### src/rf_pulse_code_transmitter_core_assert.svh
// ---------------------------------------------------------------------------
// Assertion macros for the pulse code transmitter
// Clocked on clk_i, disabled while rst_ni is low. Empty when ASSERT_OFF is set.
// ---------------------------------------------------------------------------
`ifndef RF_PULSE_CODE_TRANSMITTER_CORE_ASSERT_SVH
`define RF_PULSE_CODE_TRANSMITTER_CORE_ASSERT_SVH

`ifndef ASSERT_OFF

// property must hold at every clock edge outside reset
`define RPCT_ASSERT(lbl, prop) \
  lbl: assert property (@(posedge clk_i) disable iff (!rst_ni) (prop)) \
    else $error("rpct assertion failed");

// expression must never be true outside reset
`define RPCT_ASSERT_NEVER(lbl, expr) \
  lbl: assert property (@(posedge clk_i) disable iff (!rst_ni) !(expr)) \
    else $error("rpct forbidden condition seen");

`else

`define RPCT_ASSERT(lbl, prop)
`define RPCT_ASSERT_NEVER(lbl, expr)

`endif

`endif

### src/rpct_pkg.sv
`timescale 1ns / 1ps
`default_nettype none
// ---------------------------------------------------------------------------
// rpct_pkg
// Shared constants, types and the phase length lookup.
// ---------------------------------------------------------------------------
package rpct_pkg;

  localparam int CODE_MAX_BITS = 64;
  localparam int CODE_W        = 64;
  localparam int LEN_W         = 7;
  localparam int CNT_W         = 8;
  localparam int IDX_W         = 8;
  localparam int BIT_SEL_W     = $clog2(CODE_W);
  localparam int CFG_IDX_W     = 3;
  localparam int CFG_DATA_W    = 8;

  typedef enum logic {
    FUNC_START = 1'b0,
    FUNC_TICK  = 1'b1
  } func_e;

  typedef enum logic [CFG_IDX_W-1:0] {
    REG_SYNC_FIRST  = 3'd0,
    REG_SYNC_SECOND = 3'd1,
    REG_ZERO_FIRST  = 3'd2,
    REG_ZERO_SECOND = 3'd3,
    REG_ONE_FIRST   = 3'd4,
    REG_ONE_SECOND  = 3'd5,
    REG_INV_POL     = 3'd6,
    REG_REPEATS     = 3'd7
  } cfg_idx_e;

  typedef struct packed {
    logic [CNT_W-1:0] sync_first;
    logic [CNT_W-1:0] sync_second;
    logic [CNT_W-1:0] zero_first;
    logic [CNT_W-1:0] zero_second;
    logic [CNT_W-1:0] one_first;
    logic [CNT_W-1:0] one_second;
    logic             inverted;
    logic [CNT_W-1:0] frame_repeats;
  } cfg_t;

  typedef struct packed {
    logic enable;
    logic level;
    logic busy;
    logic done;
  } res_t;

  // length of the current phase in ticks; zero counts as one
  function automatic logic [CNT_W-1:0] phase_len(cfg_t cfg, logic is_sync, logic bit_one,
                                                 logic second);
    logic [CNT_W-1:0] len;
    if (is_sync) begin
      len = second ? cfg.sync_second : cfg.sync_first;
    end else if (bit_one) begin
      len = second ? cfg.one_second : cfg.one_first;
    end else begin
      len = second ? cfg.zero_second : cfg.zero_first;
    end
    return (len == '0) ? CNT_W'(1) : len;
  endfunction

endpackage
`default_nettype wire

### src/rf_pulse_code_transmitter_core.sv
`timescale 1ns / 1ps
`default_nettype none
// ---------------------------------------------------------------------------
// rf_pulse_code_transmitter_core
// OOK pulse-width code sender: sync plus code symbols, repeated per start.
// ---------------------------------------------------------------------------
//
// channel  direction  handshake              payload
// in       input      in_valid_i/in_stall_o  func_i, code_bits_i, code_length_i
// out      output     out_valid_o/out_stall_i radio_enable_o, radio_level_o,
//                                            busy_res_o, done_res_o
// cfg      input      cfg_valid_i/cfg_ready_o cfg_index_i, cfg_data_i
//
// One item per cycle sustained while out_stall_i does not hold the result register.
// Item path: input register -> sequencer step -> result register.
// Every item (start or tick) gives exactly one result, the outputs after it.
// A full result register under out_stall_i holds the input register too.
// Reset clears all control state and loads the register defaults; no sweep.
// ---------------------------------------------------------------------------
module rf_pulse_code_transmitter_core
  import rpct_pkg::*;
(
  input  logic                  clk_i,
  input  logic                  rst_ni,
  // start/tick items
  input  logic                  in_valid_i,
  output logic                  in_stall_o,
  input  logic                  func_i,
  input  logic [CODE_W-1:0]     code_bits_i,
  input  logic [LEN_W-1:0]      code_length_i,
  // results
  output logic                  out_valid_o,
  input  logic                  out_stall_i,
  output logic                  radio_enable_o,
  output logic                  radio_level_o,
  output logic                  busy_res_o,
  output logic                  done_res_o,
  // configuration writes
  input  logic                  cfg_valid_i,
  output logic                  cfg_ready_o,
  input  logic [CFG_IDX_W-1:0]  cfg_index_i,
  input  logic [CFG_DATA_W-1:0] cfg_data_i
);

  // input register
  logic              in_vld_q, in_vld_d;
  logic              in_func_q;
  logic [CODE_W-1:0] in_bits_q;
  logic [LEN_W-1:0]  in_len_q;

  // result register
  logic out_vld_q, out_vld_d;
  res_t res_q;
  res_t res_next;

  cfg_t cfg;
  logic adv;      // sequencer step this cycle
  logic in_xfer;  // input transfer this cycle
  logic cfg_wr;

  // step whenever the result register is free or being drained
  assign adv        = in_vld_q && (!out_vld_q || !out_stall_i);
  assign in_stall_o = in_vld_q && !adv;
  assign in_xfer    = in_valid_i && !in_stall_o;
  assign in_vld_d   = in_xfer || (in_vld_q && !adv);
  assign out_vld_d  = adv || (out_vld_q && out_stall_i);
  assign cfg_wr     = cfg_valid_i && cfg_ready_o;

  rpct_cfg_regs u_cfg (
    .clk_i       (clk_i),
    .rst_ni      (rst_ni),
    .cfg_valid_i (cfg_wr),
    .cfg_ready_o (cfg_ready_o),
    .cfg_index_i (cfg_index_i),
    .cfg_data_i  (cfg_data_i),
    .cfg_o       (cfg)
  );

  rpct_sequencer u_seq (
    .clk_i         (clk_i),
    .rst_ni        (rst_ni),
    .step_i        (adv),
    .func_i        (in_func_q),
    .code_bits_i   (in_bits_q),
    .code_length_i (in_len_q),
    .cfg_i         (cfg),
    .res_o         (res_next)
  );

  always_ff @(posedge clk_i or negedge rst_ni) begin
    if (!rst_ni) begin
      in_vld_q  <= 1'b0;
      out_vld_q <= 1'b0;
    end else begin
      in_vld_q  <= in_vld_d;
      out_vld_q <= out_vld_d;
    end
  end

  // payload registers
  always_ff @(posedge clk_i) begin
    if (in_xfer) begin
      in_func_q <= func_i;
      in_bits_q <= code_bits_i;
      in_len_q  <= code_length_i;
    end
    if (adv) begin
      res_q <= res_next;
    end
  end

  assign out_valid_o    = out_vld_q;
  assign radio_enable_o = res_q.enable;
  assign radio_level_o  = res_q.level;
  assign busy_res_o     = res_q.busy;
  assign done_res_o     = res_q.done;

endmodule
`default_nettype wire

### src/rpct_cfg_regs.sv
`timescale 1ns / 1ps
`default_nettype none
// ---------------------------------------------------------------------------
// rpct_cfg_regs
// Configuration register file; always ready, one write per transfer.
// ---------------------------------------------------------------------------
module rpct_cfg_regs
  import rpct_pkg::*;
(
  input  logic                  clk_i,
  input  logic                  rst_ni,
  input  logic                  cfg_valid_i,
  output logic                  cfg_ready_o,
  input  logic [CFG_IDX_W-1:0]  cfg_index_i,
  input  logic [CFG_DATA_W-1:0] cfg_data_i,
  output cfg_t                  cfg_o
);

  cfg_t cfg_q, cfg_d;

  assign cfg_ready_o = 1'b1;
  assign cfg_o       = cfg_q;

  always_comb begin
    cfg_d = cfg_q;
    if (cfg_valid_i) begin
      case (cfg_idx_e'(cfg_index_i))
        REG_SYNC_FIRST:  cfg_d.sync_first    = cfg_data_i;
        REG_SYNC_SECOND: cfg_d.sync_second   = cfg_data_i;
        REG_ZERO_FIRST:  cfg_d.zero_first    = cfg_data_i;
        REG_ZERO_SECOND: cfg_d.zero_second   = cfg_data_i;
        REG_ONE_FIRST:   cfg_d.one_first     = cfg_data_i;
        REG_ONE_SECOND:  cfg_d.one_second    = cfg_data_i;
        REG_INV_POL:     cfg_d.inverted      = cfg_data_i[0];
        REG_REPEATS:     cfg_d.frame_repeats = cfg_data_i;
        default:         cfg_d = cfg_q;
      endcase
    end
  end

  always_ff @(posedge clk_i or negedge rst_ni) begin
    if (!rst_ni) begin
      cfg_q.sync_first    <= CNT_W'(1);
      cfg_q.sync_second   <= CNT_W'(31);
      cfg_q.zero_first    <= CNT_W'(1);
      cfg_q.zero_second   <= CNT_W'(3);
      cfg_q.one_first     <= CNT_W'(3);
      cfg_q.one_second    <= CNT_W'(1);
      cfg_q.inverted      <= 1'b0;
      cfg_q.frame_repeats <= CNT_W'(10);
    end else begin
      cfg_q <= cfg_d;
    end
  end

endmodule
`default_nettype wire

### src/rpct_sequencer.sv
`timescale 1ns / 1ps
`default_nettype none
// ---------------------------------------------------------------------------
// rpct_sequencer
// Frame/symbol/phase state and its one-step update per start or tick.
// ---------------------------------------------------------------------------
`include "rf_pulse_code_transmitter_core_assert.svh"
module rpct_sequencer
  import rpct_pkg::*;
(
  input  logic              clk_i,
  input  logic              rst_ni,
  input  logic              step_i,
  input  logic              func_i,
  input  logic [CODE_W-1:0] code_bits_i,
  input  logic [LEN_W-1:0]  code_length_i,
  input  cfg_t              cfg_i,
  output res_t              res_o
);

  logic             active_q, active_d;
  logic             enable_q, enable_d;
  logic             level_q, level_d;
  logic [CNT_W-1:0] phase_count_q, phase_count_d;
  logic [IDX_W-1:0] phase_index_q, phase_index_d;
  logic [CNT_W-1:0] repeat_count_q, repeat_count_d;
  logic [LEN_W-1:0] code_count_q, code_count_d;
  logic [CODE_W-1:0] code_store_q;
  logic             load;
  logic             done;

  logic [IDX_W-2:0]     sym;
  logic [BIT_SEL_W-1:0] bit_sel;
  logic [CNT_W-1:0]     len;
  logic [CNT_W-1:0]     cnt_inc;
  logic [IDX_W-1:0]     idx_inc;
  logic [CNT_W-1:0]     rep_inc;
  logic [LEN_W-1:0]     len_sat;
  logic                 hit, frame_end, last;

  // symbol 0 is sync, symbol s carries code bit s-1
  assign sym     = phase_index_q[IDX_W-1:1];
  assign bit_sel = BIT_SEL_W'(sym - 1'b1);
  assign len     = phase_len(cfg_i, sym == '0, code_store_q[bit_sel], phase_index_q[0]);
  assign cnt_inc = phase_count_q + 1'b1;
  assign idx_inc = phase_index_q + 1'b1;
  assign rep_inc = repeat_count_q + 1'b1;
  assign hit       = cnt_inc >= len;
  assign frame_end = !idx_inc[0] && (idx_inc[IDX_W-1:1] > code_count_q);
  assign last      = rep_inc >= cfg_i.frame_repeats;
  assign len_sat   = (code_length_i > LEN_W'(CODE_MAX_BITS)) ? LEN_W'(CODE_MAX_BITS)
                                                             : code_length_i;

  always_comb begin
    active_d       = active_q;
    enable_d       = enable_q;
    level_d        = level_q;
    phase_count_d  = phase_count_q;
    phase_index_d  = phase_index_q;
    repeat_count_d = repeat_count_q;
    code_count_d   = code_count_q;
    load           = 1'b0;
    done           = 1'b0;
    if (step_i) begin
      if (func_i == FUNC_START) begin
        if (!active_q) begin
          load           = 1'b1;
          code_count_d   = len_sat;
          repeat_count_d = '0;
          active_d       = 1'b1;
          enable_d       = 1'b1;
          phase_index_d  = '0;
          phase_count_d  = '0;
          level_d        = !cfg_i.inverted;
        end
      end else if (active_q) begin
        phase_count_d = cnt_inc;
        if (hit) begin
          level_d       = !level_q;
          phase_count_d = '0;
          phase_index_d = idx_inc;
          if (frame_end) begin
            repeat_count_d = rep_inc;
            if (last) begin
              active_d = 1'b0;
              enable_d = 1'b0;
              done     = 1'b1;
            end else begin
              phase_index_d = '0;
              phase_count_d = '0;
              level_d       = !cfg_i.inverted;
            end
          end
        end
      end
    end
  end

  assign res_o.enable = enable_d;
  assign res_o.level  = level_d;
  assign res_o.busy   = active_d;
  assign res_o.done   = done;

  always_ff @(posedge clk_i or negedge rst_ni) begin
    if (!rst_ni) begin
      active_q       <= 1'b0;
      enable_q       <= 1'b0;
      level_q        <= 1'b0;
      phase_count_q  <= '0;
      phase_index_q  <= '0;
      repeat_count_q <= '0;
      code_count_q   <= '0;
    end else begin
      active_q       <= active_d;
      enable_q       <= enable_d;
      level_q        <= level_d;
      phase_count_q  <= phase_count_d;
      phase_index_q  <= phase_index_d;
      repeat_count_q <= repeat_count_d;
      code_count_q   <= code_count_d;
    end
  end

  always_ff @(posedge clk_i) begin
    if (load) begin
      code_store_q <= code_bits_i;
    end
  end

  `RPCT_ASSERT_NEVER(a_enable_tracks_active, active_q != enable_q)
  `RPCT_ASSERT_NEVER(a_sym_in_frame, active_q && (sym > code_count_q))
  `RPCT_ASSERT_NEVER(a_code_count_sat, code_count_q > LEN_W'(CODE_MAX_BITS))
  `RPCT_ASSERT(a_done_drops_active, done |=> !active_q)

endmodule
`default_nettype wire
### config.mk
export PLATFORM = sky130hd
export DESIGN_NAME = rf_pulse_code_transmitter_core
export DESIGN_NICKNAME = d
export VERILOG_FILES = /design/src/rpct_pkg.sv /design/src/rf_pulse_code_transmitter_core.sv /design/src/rpct_cfg_regs.sv /design/src/rpct_sequencer.sv
export VERILOG_INCLUDE_DIRS = /design/src /design/src/src
export SDC_FILE = /design/constraint.sdc
export NUM_CORES = 1
export LEC_CHECK = 0
export BUFFER_PORTS_ARGS = -buffer_cell sky130_fd_sc_hd__buf_4
export CAP_MARGIN = 20
export CORE_MARGIN = 1
export CORE_UTILIZATION = 59
export CTS_BUF_LIST = sky130_fd_sc_hd__clkbuf_8 sky130_fd_sc_hd__clkbuf_16
export DETAILED_ROUTE_END_ITERATION = 10
export PLACE_DENSITY_LB_ADDON = 0.2
export SYNTH_ARGS = -nofsm -noshare
export SYNTH_HDL_FRONTEND = slang
export SYNTH_SLANG_ARGS = --single-unit
### constraint.sdc
create_clock -name clk_i -period 6.8 [get_ports clk_i]
set_input_delay 0.68 -clock clk_i [delete_from_list [all_inputs] [get_ports clk_i]]
set_output_delay 0.68 -clock clk_i [all_outputs]
set_load 0.05 [all_outputs]
==> flow_summary_export.csv, run 1 <==
group,metric,value,unit
place,io_buffer_count,93,
clock_tree,holdBufCountCts,0,
detailed_routing,drc_errors,0,
global_routing,track_usage,0.228,
power_and_ir_drop,clockPowerShare,0.311,
yosys,synth.area.top_cells,"edfxtp_1 41%, dfrtp_1 19%, mux2_2 6.5%",
global_routing,grt_pass1_wl,31.6,mm
power_and_ir_drop,ir_drop,0.241,mV
worst_setup_path,ff2ff_setup_slack,0.68,ns
global_routing,grt_pass1_vias,6170,
worst_setup_path,rr_worst_depth,22,
detailed_routing,wl_met3,783,µm
finish,antenna_cells,0,
finish,drive_gt1_frac,0.285,
floorplanning,die_w,134,µm
clock_tree,postCtsResizedCells,0,
yosys,synthXorXnorAreaFrac,0.0171,
timing,fin_crit_sh,0.901,
floorplanning,die_h,134,µm
clock_tree,clk_latency,0.53,ns
clock_tree,clock_path_buffers,3,
flow_run,maxCapViolations,0,
timing,rsz0062_at_grt,"no",
yosys,synth_cell_type_count,61,
detailed_routing,highest_layer,"met4",
yosys,yosys_most_used_dff,"edfxtp_1",
detailed_routing,met2_length,10.2,mm
floorplanning,die-area,17900,µm²
worst_setup_path,cp.required,7.22,ns
clock_tree,clkSinkCount,233,
place,dp_hpwl,13.4,mm
floorplanning,pin_count,95,
worst_setup_path,arrival,6.55,ns
yosys,yosysSeqAreaShare,0.641,
global_routing,grt_max_degree,75,
yosys,syn_avg_cell_area,15.1,µm²
timing,max_freq,163,MHz
floorplanning,core-area,16800,µm²
detailed_routing,vias,5902,
yosys,synth_compound_area_frac,0.0600,
yosys,postSynth.asyncResetShare,0.399,
power_and_ir_drop,switching_share,0.281,
yosys,synth_top_area_cell,"edfxtp_1",
yosys,synthSimpleGateAreaFrac,0.0796,
clock_tree,post-cts-setup-buffers,0,
hold_path,hold_path_class,"input pin to async pin",
floorplanning,start_util,0.610,
place,gp_congestion,0.889,
power_and_ir_drop,powerDensity,329,nW/µm²
detailed_routing,wl_per_cell,19.1,µm
worst_setup_path,critPathLaunchType,"flop",
global_routing,antenna_found_initial,0,
clock_tree,numCtsBuffers,24,
detailed_routing,ant_nets,0,
yosys,netlist_area,10200,µm²
clock_tree,clkSlewWorstSetupHoldPaths,0.06,ns
power_and_ir_drop,leakage,4.86,nW
power_and_ir_drop,switching_power,1.09,mW
worst_setup_path,crit_fanout,24,
detailed_routing,wl,19.5,mm
detailed_routing,drt-met1-wl,8.16,mm
timing,skew,0.0228,ns
worst_setup_path,end_kind,"flop",
clock_tree,htreeDepth,1,
clock_tree,ctsRootBufferMaster,"clkbuf_16",
yosys,ys_warn_count,0,
finish,nets,902,
timing,hold_violations,0,
power_and_ir_drop,pwr-share-comb,0.243,
power_and_ir_drop,internal_power,2.79,mW
yosys,synth_cells,679,
finish,area_growth_syn_to_layout,15.6,%
timing,finalMaxSlewViolations,0,
finish,fin_util,0.705,
global_routing,grt-ovfl-total,0,
yosys,yosys-mux-area-fraction,0.139,
timing,layout_min_cycle_time,6.12,ns
finish,nFillCells,1126,
clock_tree,cts_tree,"done",
power_and_ir_drop,power_frac_seq,0.446,
yosys,synthAdderAreaFrac,0.0379,
yosys,synth-seq-cells,233,
yosys,synth_nets,798,
timing,setup_viol,0,
worst_setup_path,path_class,"flop to flop",
timing,worstMarginPinSlew,1.05,ns
yosys,synth_edf_count,140,
detailed_routing,drt_pass1_iterations,4,
yosys,synth_top_area_share,0.411,
timing,slew_headroom,0.279,
yosys,synth_top_family_by_area,"multiplexers",
detailed_routing,drtIter0Drc,401,
detailed_routing,vias_per_cell,5.78,
timing,setup_tns,0,ns
floorplanning,rows,47,
run_status,status,"complete, no violations",
synth_stat cells, types with 4 or more instances:
master,number
dfstp_2,14
nand2_1,51
dfrtp_1,79
nand3_1,25
nand4_1,4
ha_1,31
mux2_2,59
edfxtp_1,140
inv_1,22
mux4_1,15
a21o_1,6
a21oi_1,6
clkbuf_8,4
mux2i_1,29
xnor2_1,11
a22oi_1,8
clkbuf_1,11
nand2b_1,9
nor3_1,12
nand3b_1,6
o22ai_1,4
buf_6,4
and3_1,7
nor2_1,16
o21a_1,6
o21ai_0,37
xor2_1,9
a22o_1,7
cell type report:
type                       instances  area (µm²)  area share
sequential                       233        6550       0.554
multi-input combinational        401        3410       0.289
timing repair buffer             101         758      0.0642
clock buffer                      24         601      0.0508
tap                              220         275      0.0233
clock inverter                    20         139      0.0118
inverter                          22        82.6     0.00699
critical path: stages, from the launching register on:
cell and delay, ns:
dfrtp_1 0.33, buf_4 0.33, inv_1 0.14, ha_1 0.70, mux4_2 0.31, a21oi_1 0.05
o22ai_1 0.26, nand4_4 0.29, mux2i_4 0.45, mux4_1 0.37, o21ai_0 0.19, o21ai_1 0.10
ha_1 0.28, nand2b_1 0.10, a21o_1 0.11, a21o_1 0.10, a21oi_1 0.06, nor2b_1 0.09
o21ai_0 0.08, a211o_1 0.38, a2111oi_0 0.98, nand2_1 0.10, o21ai_0 0.20
metrics by stage:
step	setup slack, ns	instance area, µm²	hold slack (ns)	power, mW	instances
floorplan	1.78	10200	0.384	2.49	679
global route	0.107	11800	0.0381	4.06	1021
CTS	0.753	11800	0.0227	3.91	1021
finish	0.676	11800	0.0361	3.88	1021
detailed placement	0.795	11100	0.405	2.70	977
global placement	1.16	11100	0.407	2.65	977
registers in the layout, summed over array words and instances (netlist names):
| register | count |
|---|---|
| out_valid_o | 1 |
| radio_enable_o | 1 |
| u_seq.active_q | 1 |
| u_cfg.cfg_o | 57 |
| in_func_q | 1 |
| u_seq.level_q | 1 |
| in_len_q | 7 |
| u_seq.code_store_q | 64 |
| in_vld_q | 1 |
| in_bits_q | 64 |
| u_seq.phase_index_q | 8 |
| busy_res_o | 1 |
| u_seq.enable_q | 1 |
| done_res_o | 1 |
| u_seq.phase_count_q | 8 |
| radio_level_o | 1 |
| u_seq.code_count_q | 7 |
| u_seq.repeat_count_q | 8 |
layout by cell type, fill, tap and decap left out, types with 3 or more instances in the layout:
cell / netlist / final
edfxtp_1: 140 / 140
buf_4: 2 / 101
dfrtp_1: 79 / 79
mux2_2: 59 / 59
nand2_1: 51 / 51
o21ai_0: 37 / 37
inv_1: 22 / 31
ha_1: 31 / 31
mux2i_1: 29 / 29
nand3_1: 25 / 25
clkbuf_16: 0 / 24
nor2_1: 16 / 16
mux4_1: 15 / 15
dfstp_2: 14 / 14
nor3_1: 12 / 12
xnor2_1: 11 / 11
xor2_1: 9 / 9
nand2b_1: 9 / 9
a22oi_1: 8 / 8
and3_1: 7 / 7
a22o_1: 7 / 7
nand3b_1: 6 / 6
a21oi_1: 6 / 6
o21a_1: 6 / 6
a21o_1: 6 / 6
clkinv_2: 0 / 5
nand4_1: 4 / 4
o22ai_1: 4 / 4
or2b_2: 3 / 3
a211o_2: 3 / 3
nand3_2: 3 / 3
power groups by stage:
stage                     Sequential [mW]  Clock [mW]  Combinational [mW]
final                                1.73        1.21               0.945
after global routing                 1.74        1.29                1.03
after CTS                            1.73        1.23               0.947
after detailed placement             1.76           0               0.940
after global placement               1.75           0               0.899
after floorplan                      1.72           0               0.763
cells by family (layout without fill, tap and decap cells):
kind of cell	count (synthesis)	after routing
XOR/XNOR	20	20
multiplexers	106	106
AND/OR/NAND/NOR	151	151
buffers and inverters	45	167
adder cells (fa/ha/maj)	31	31
other	1	1
flip-flops	233	233
AO/OA/AOI/OAI	92	92
path summary, 6_finish.rpt:
path,from,end
max in group asynchronous,rst_ni,u_cfg.cfg_o[28]
min,rst_ni,u_seq.code_count_q[3]
min in group clk_i,code_bits_i[8],in_bits_q[8]
max,u_seq.phase_index_q[1],u_seq.phase_index_q[0]
min reg2reg,in_bits_q[5],u_seq.code_store_q[5]
max reg2reg,u_seq.phase_index_q[1],u_seq.phase_index_q[0]
routing by layer:
metal	vias to the layer above	global-route usage
met3	29	0.0339
met2	148	0.406
li1	2777	-
met4	0	0.0638
met1	2948	0.290
met5	-	0
Note: power is estimated with default switching activity, not from simulation.
==> run 2, diff against run 1 <==
--- a/config.mk
+++ b/config.mk
@@ -6,12 +6,13 @@
 export SDC_FILE = /design/constraint.sdc
 export NUM_CORES = 1
 export LEC_CHECK = 0
-export BUFFER_PORTS_ARGS = -buffer_cell sky130_fd_sc_hd__buf_4
 export CAP_MARGIN = 20
+export CORE_ASPECT_RATIO = 2
 export CORE_MARGIN = 1
-export CORE_UTILIZATION = 59
+export CORE_UTILIZATION = 63
 export CTS_BUF_LIST = sky130_fd_sc_hd__clkbuf_8 sky130_fd_sc_hd__clkbuf_16
 export DETAILED_ROUTE_END_ITERATION = 10
+export DONT_BUFFER_PORTS = 1
 export PLACE_DENSITY_LB_ADDON = 0.2
 export SYNTH_ARGS = -nofsm -noshare
 export SYNTH_HDL_FRONTEND = slang
==> flow_summary_export.csv, run 2 (synthesis gave the netlist of run 1 again) <==
group,metric,value,unit
floorplanning,start_util,0.648,
detailed_routing,vias,5618,
detailed_routing,drt_pass1_iterations,4,
finish,most-common-layout-cells,"140 x edfxtp_1, 79 x dfrtp_1, 59 x mux2_2, 51 x nand2_1, 37 x o21ai_0",
hold_path,hold_path_class,"input pin to async pin",
finish,finish.instance_area,11100,µm²
place,gp_congestion,0.981,
detailed_routing,vias_per_cell,6.24,
floorplanning,core-area,15800,µm²
worst_setup_path,critPathLaunchType,"flop",
worst_setup_path,slowest_stage,"a2111oi_0",
timing,hold_violations,0,
clock_tree,clock_path_buffers,3,
timing,slew_headroom,0.381,
finish,final_cells,900,
timing,holdWs,0.0221,ns
flow_run,maxCapViolations,0,
floorplanning,die_h,182,µm
detailed_routing,ant_nets,0,
finish,area_growth_syn_to_layout,8.19,%
finish,drive_gt1_frac,0.192,
detailed_routing,wl_per_cell,21.9,µm
timing,rsz0062_at_grt,"no",
timing,finalMaxSlewViolations,0,
floorplanning,die_w,92.1,µm
finish,final_common_cell,"edfxtp_1",
worst_setup_path,ff2ff_setup_slack,0.89,ns
global_routing,grt_pass1_vias,6001,
floorplanning,pin_count,95,
worst_setup_path,rr_worst_depth,22,
worst_setup_path,cp_cell_sequence,"buf_4, inv_1, ha_1, mux4_2, a21oi_1, o22ai_1, nand4_4, mux2i_4, mux4_1, o21ai_0, o21ai_1, ha_1, nand2b_1, a21o_1, a21o_1, a21oi_1, nor2b_1, o21ai_0, a211o_1, a2111oi_0, nand3_1, o22ai_1",
worst_setup_path,r2r-start,"u_seq.phase_index_q[1]",
worst_setup_path,path_class,"flop to flop",
timing,worstMarginPinSlew,0.928,ns
timing,fin_crit_sh,0.869,
clock_tree,post-cts-setup-buffers,0,
global_routing,track_usage,0.244,
floorplanning,rows,65,
place,dp_hpwl,13.9,mm
detailed_routing,drtIter0Drc,217,
global_routing,grt_max_degree,80,
worst_setup_path,cp.required,7.22,ns
run_status,status,"complete, no violations",
finish,fin_util,0.701,
finish,seq_area,6550,µm²
timing,setup_viol,0,
worst_setup_path,arrival,6.34,ns
place,dp_cells,864,
worst_setup_path,cpLargestDelayFamily,"compound AO/OA/AOI/OAI gates",
timing,setup_tns,0,ns
global_routing,grt_pass1_wl,30.6,mm
timing,max_freq,169,MHz
power_and_ir_drop,ir_drop,0.348,mV
clock_tree,htreeDepth,1,
detailed_routing,wl,19.7,mm
worst_setup_path,startpoint,"u_seq.phase_index_q[1]",
finish,nFillCells,1051,
worst_setup_path,cp_num_buf_inv,2,
worst_setup_path,crit_cells,22,
global_routing,grt-ovfl-total,0,
timing,skew,0.0118,ns
clock_tree,cts_tree,"done",
detailed_routing,drc_errors,0,
finish,nets,805,
floorplanning,die-area,16800,µm²
finish,multi_input_area,3410,µm²
power_and_ir_drop,leakage,4.35,nW
clock_tree,clkSlewWorstSetupHoldPaths,0.07,ns
clock_tree,ctsRootBufferMaster,"clkbuf_16",
place,post_dp_cell_area,10300,µm²
place,io_buffer_count,0,
worst_setup_path,crit_fanout,24,
global_routing,antenna_found_initial,0,
worst_setup_path,cp_slowest_stage_delay,0.78,ns
power_and_ir_drop,powerDensity,345,nW/µm²
timing,layout_min_cycle_time,5.91,ns
worst_setup_path,end_kind,"flop",
clock_tree,numCtsBuffers,20,
clock_tree,clk_latency,0.50,ns
finish,antenna_cells,0,
clock_tree,clkSinkCount,233,
## run 2: changes by cell type in the layout (fill, tap and decap cells not counted)
cell / delta
clkbuf_16: -3
buf_16: +1
inv_1: -8
buf_4: -94
clkinv_2: -5
clkinv_16: -1
clkinv_4: +2
clkinvlp_4: +2
clkinvlp_2: +1
bufinv_16: +2
inv_6: +1
## run 2: final timing paths
check,end
max,u_seq.phase_index_q[1]
min,u_cfg.cfg_o[3]
max reg2reg,u_seq.phase_index_q[1]
min reg2reg,u_seq.code_store_q[27]
max in group asynchronous,u_cfg.cfg_o[54]
min in group clk_i,in_len_q[0]
## run 2: final cells by class
cell class	count	area share
Clock buffer	21	0.0475
Clock inverter	14	0.0145
Inverter	22	0.00747
Multi-Input combinational cell	401	0.308
Sequential cell	233	0.592
Tap cell	201	0.0227
Timing Repair Buffer	8	0.00724
## run 2: metal layers
metal  global-route usage  part of all wire  routed length (µm)
met1                0.240              0.33                6500
met4                0.118             0.046                 909
met3               0.0363             0.041                 809
met2                0.481              0.58               11500
met5                    0                 0                   0
## run 2: power breakdown
group | leakage, nW | internal (mW) | switching [mW]
sequential | 2.42 | 1.64 | 0.100
clock | 0.332 | 0.680 | 0.503
combinational | 1.60 | 0.432 | 0.458
total | 4.35 | 2.75 | 1.06
## run 2: through the flow
step                      power, mW  setup WS [ns]
after global routing           3.98          0.357
after floorplan                2.49           1.78
after detailed placement       2.64          0.982
after global placement         2.61           1.14
after CTS                      3.84          0.865
final                          3.81          0.888
## run 2: what timing repair did
action	CTS	global route
hold buffers	1	0
endpoints found under the hold margin	79	0
gates resized for setup	0	0
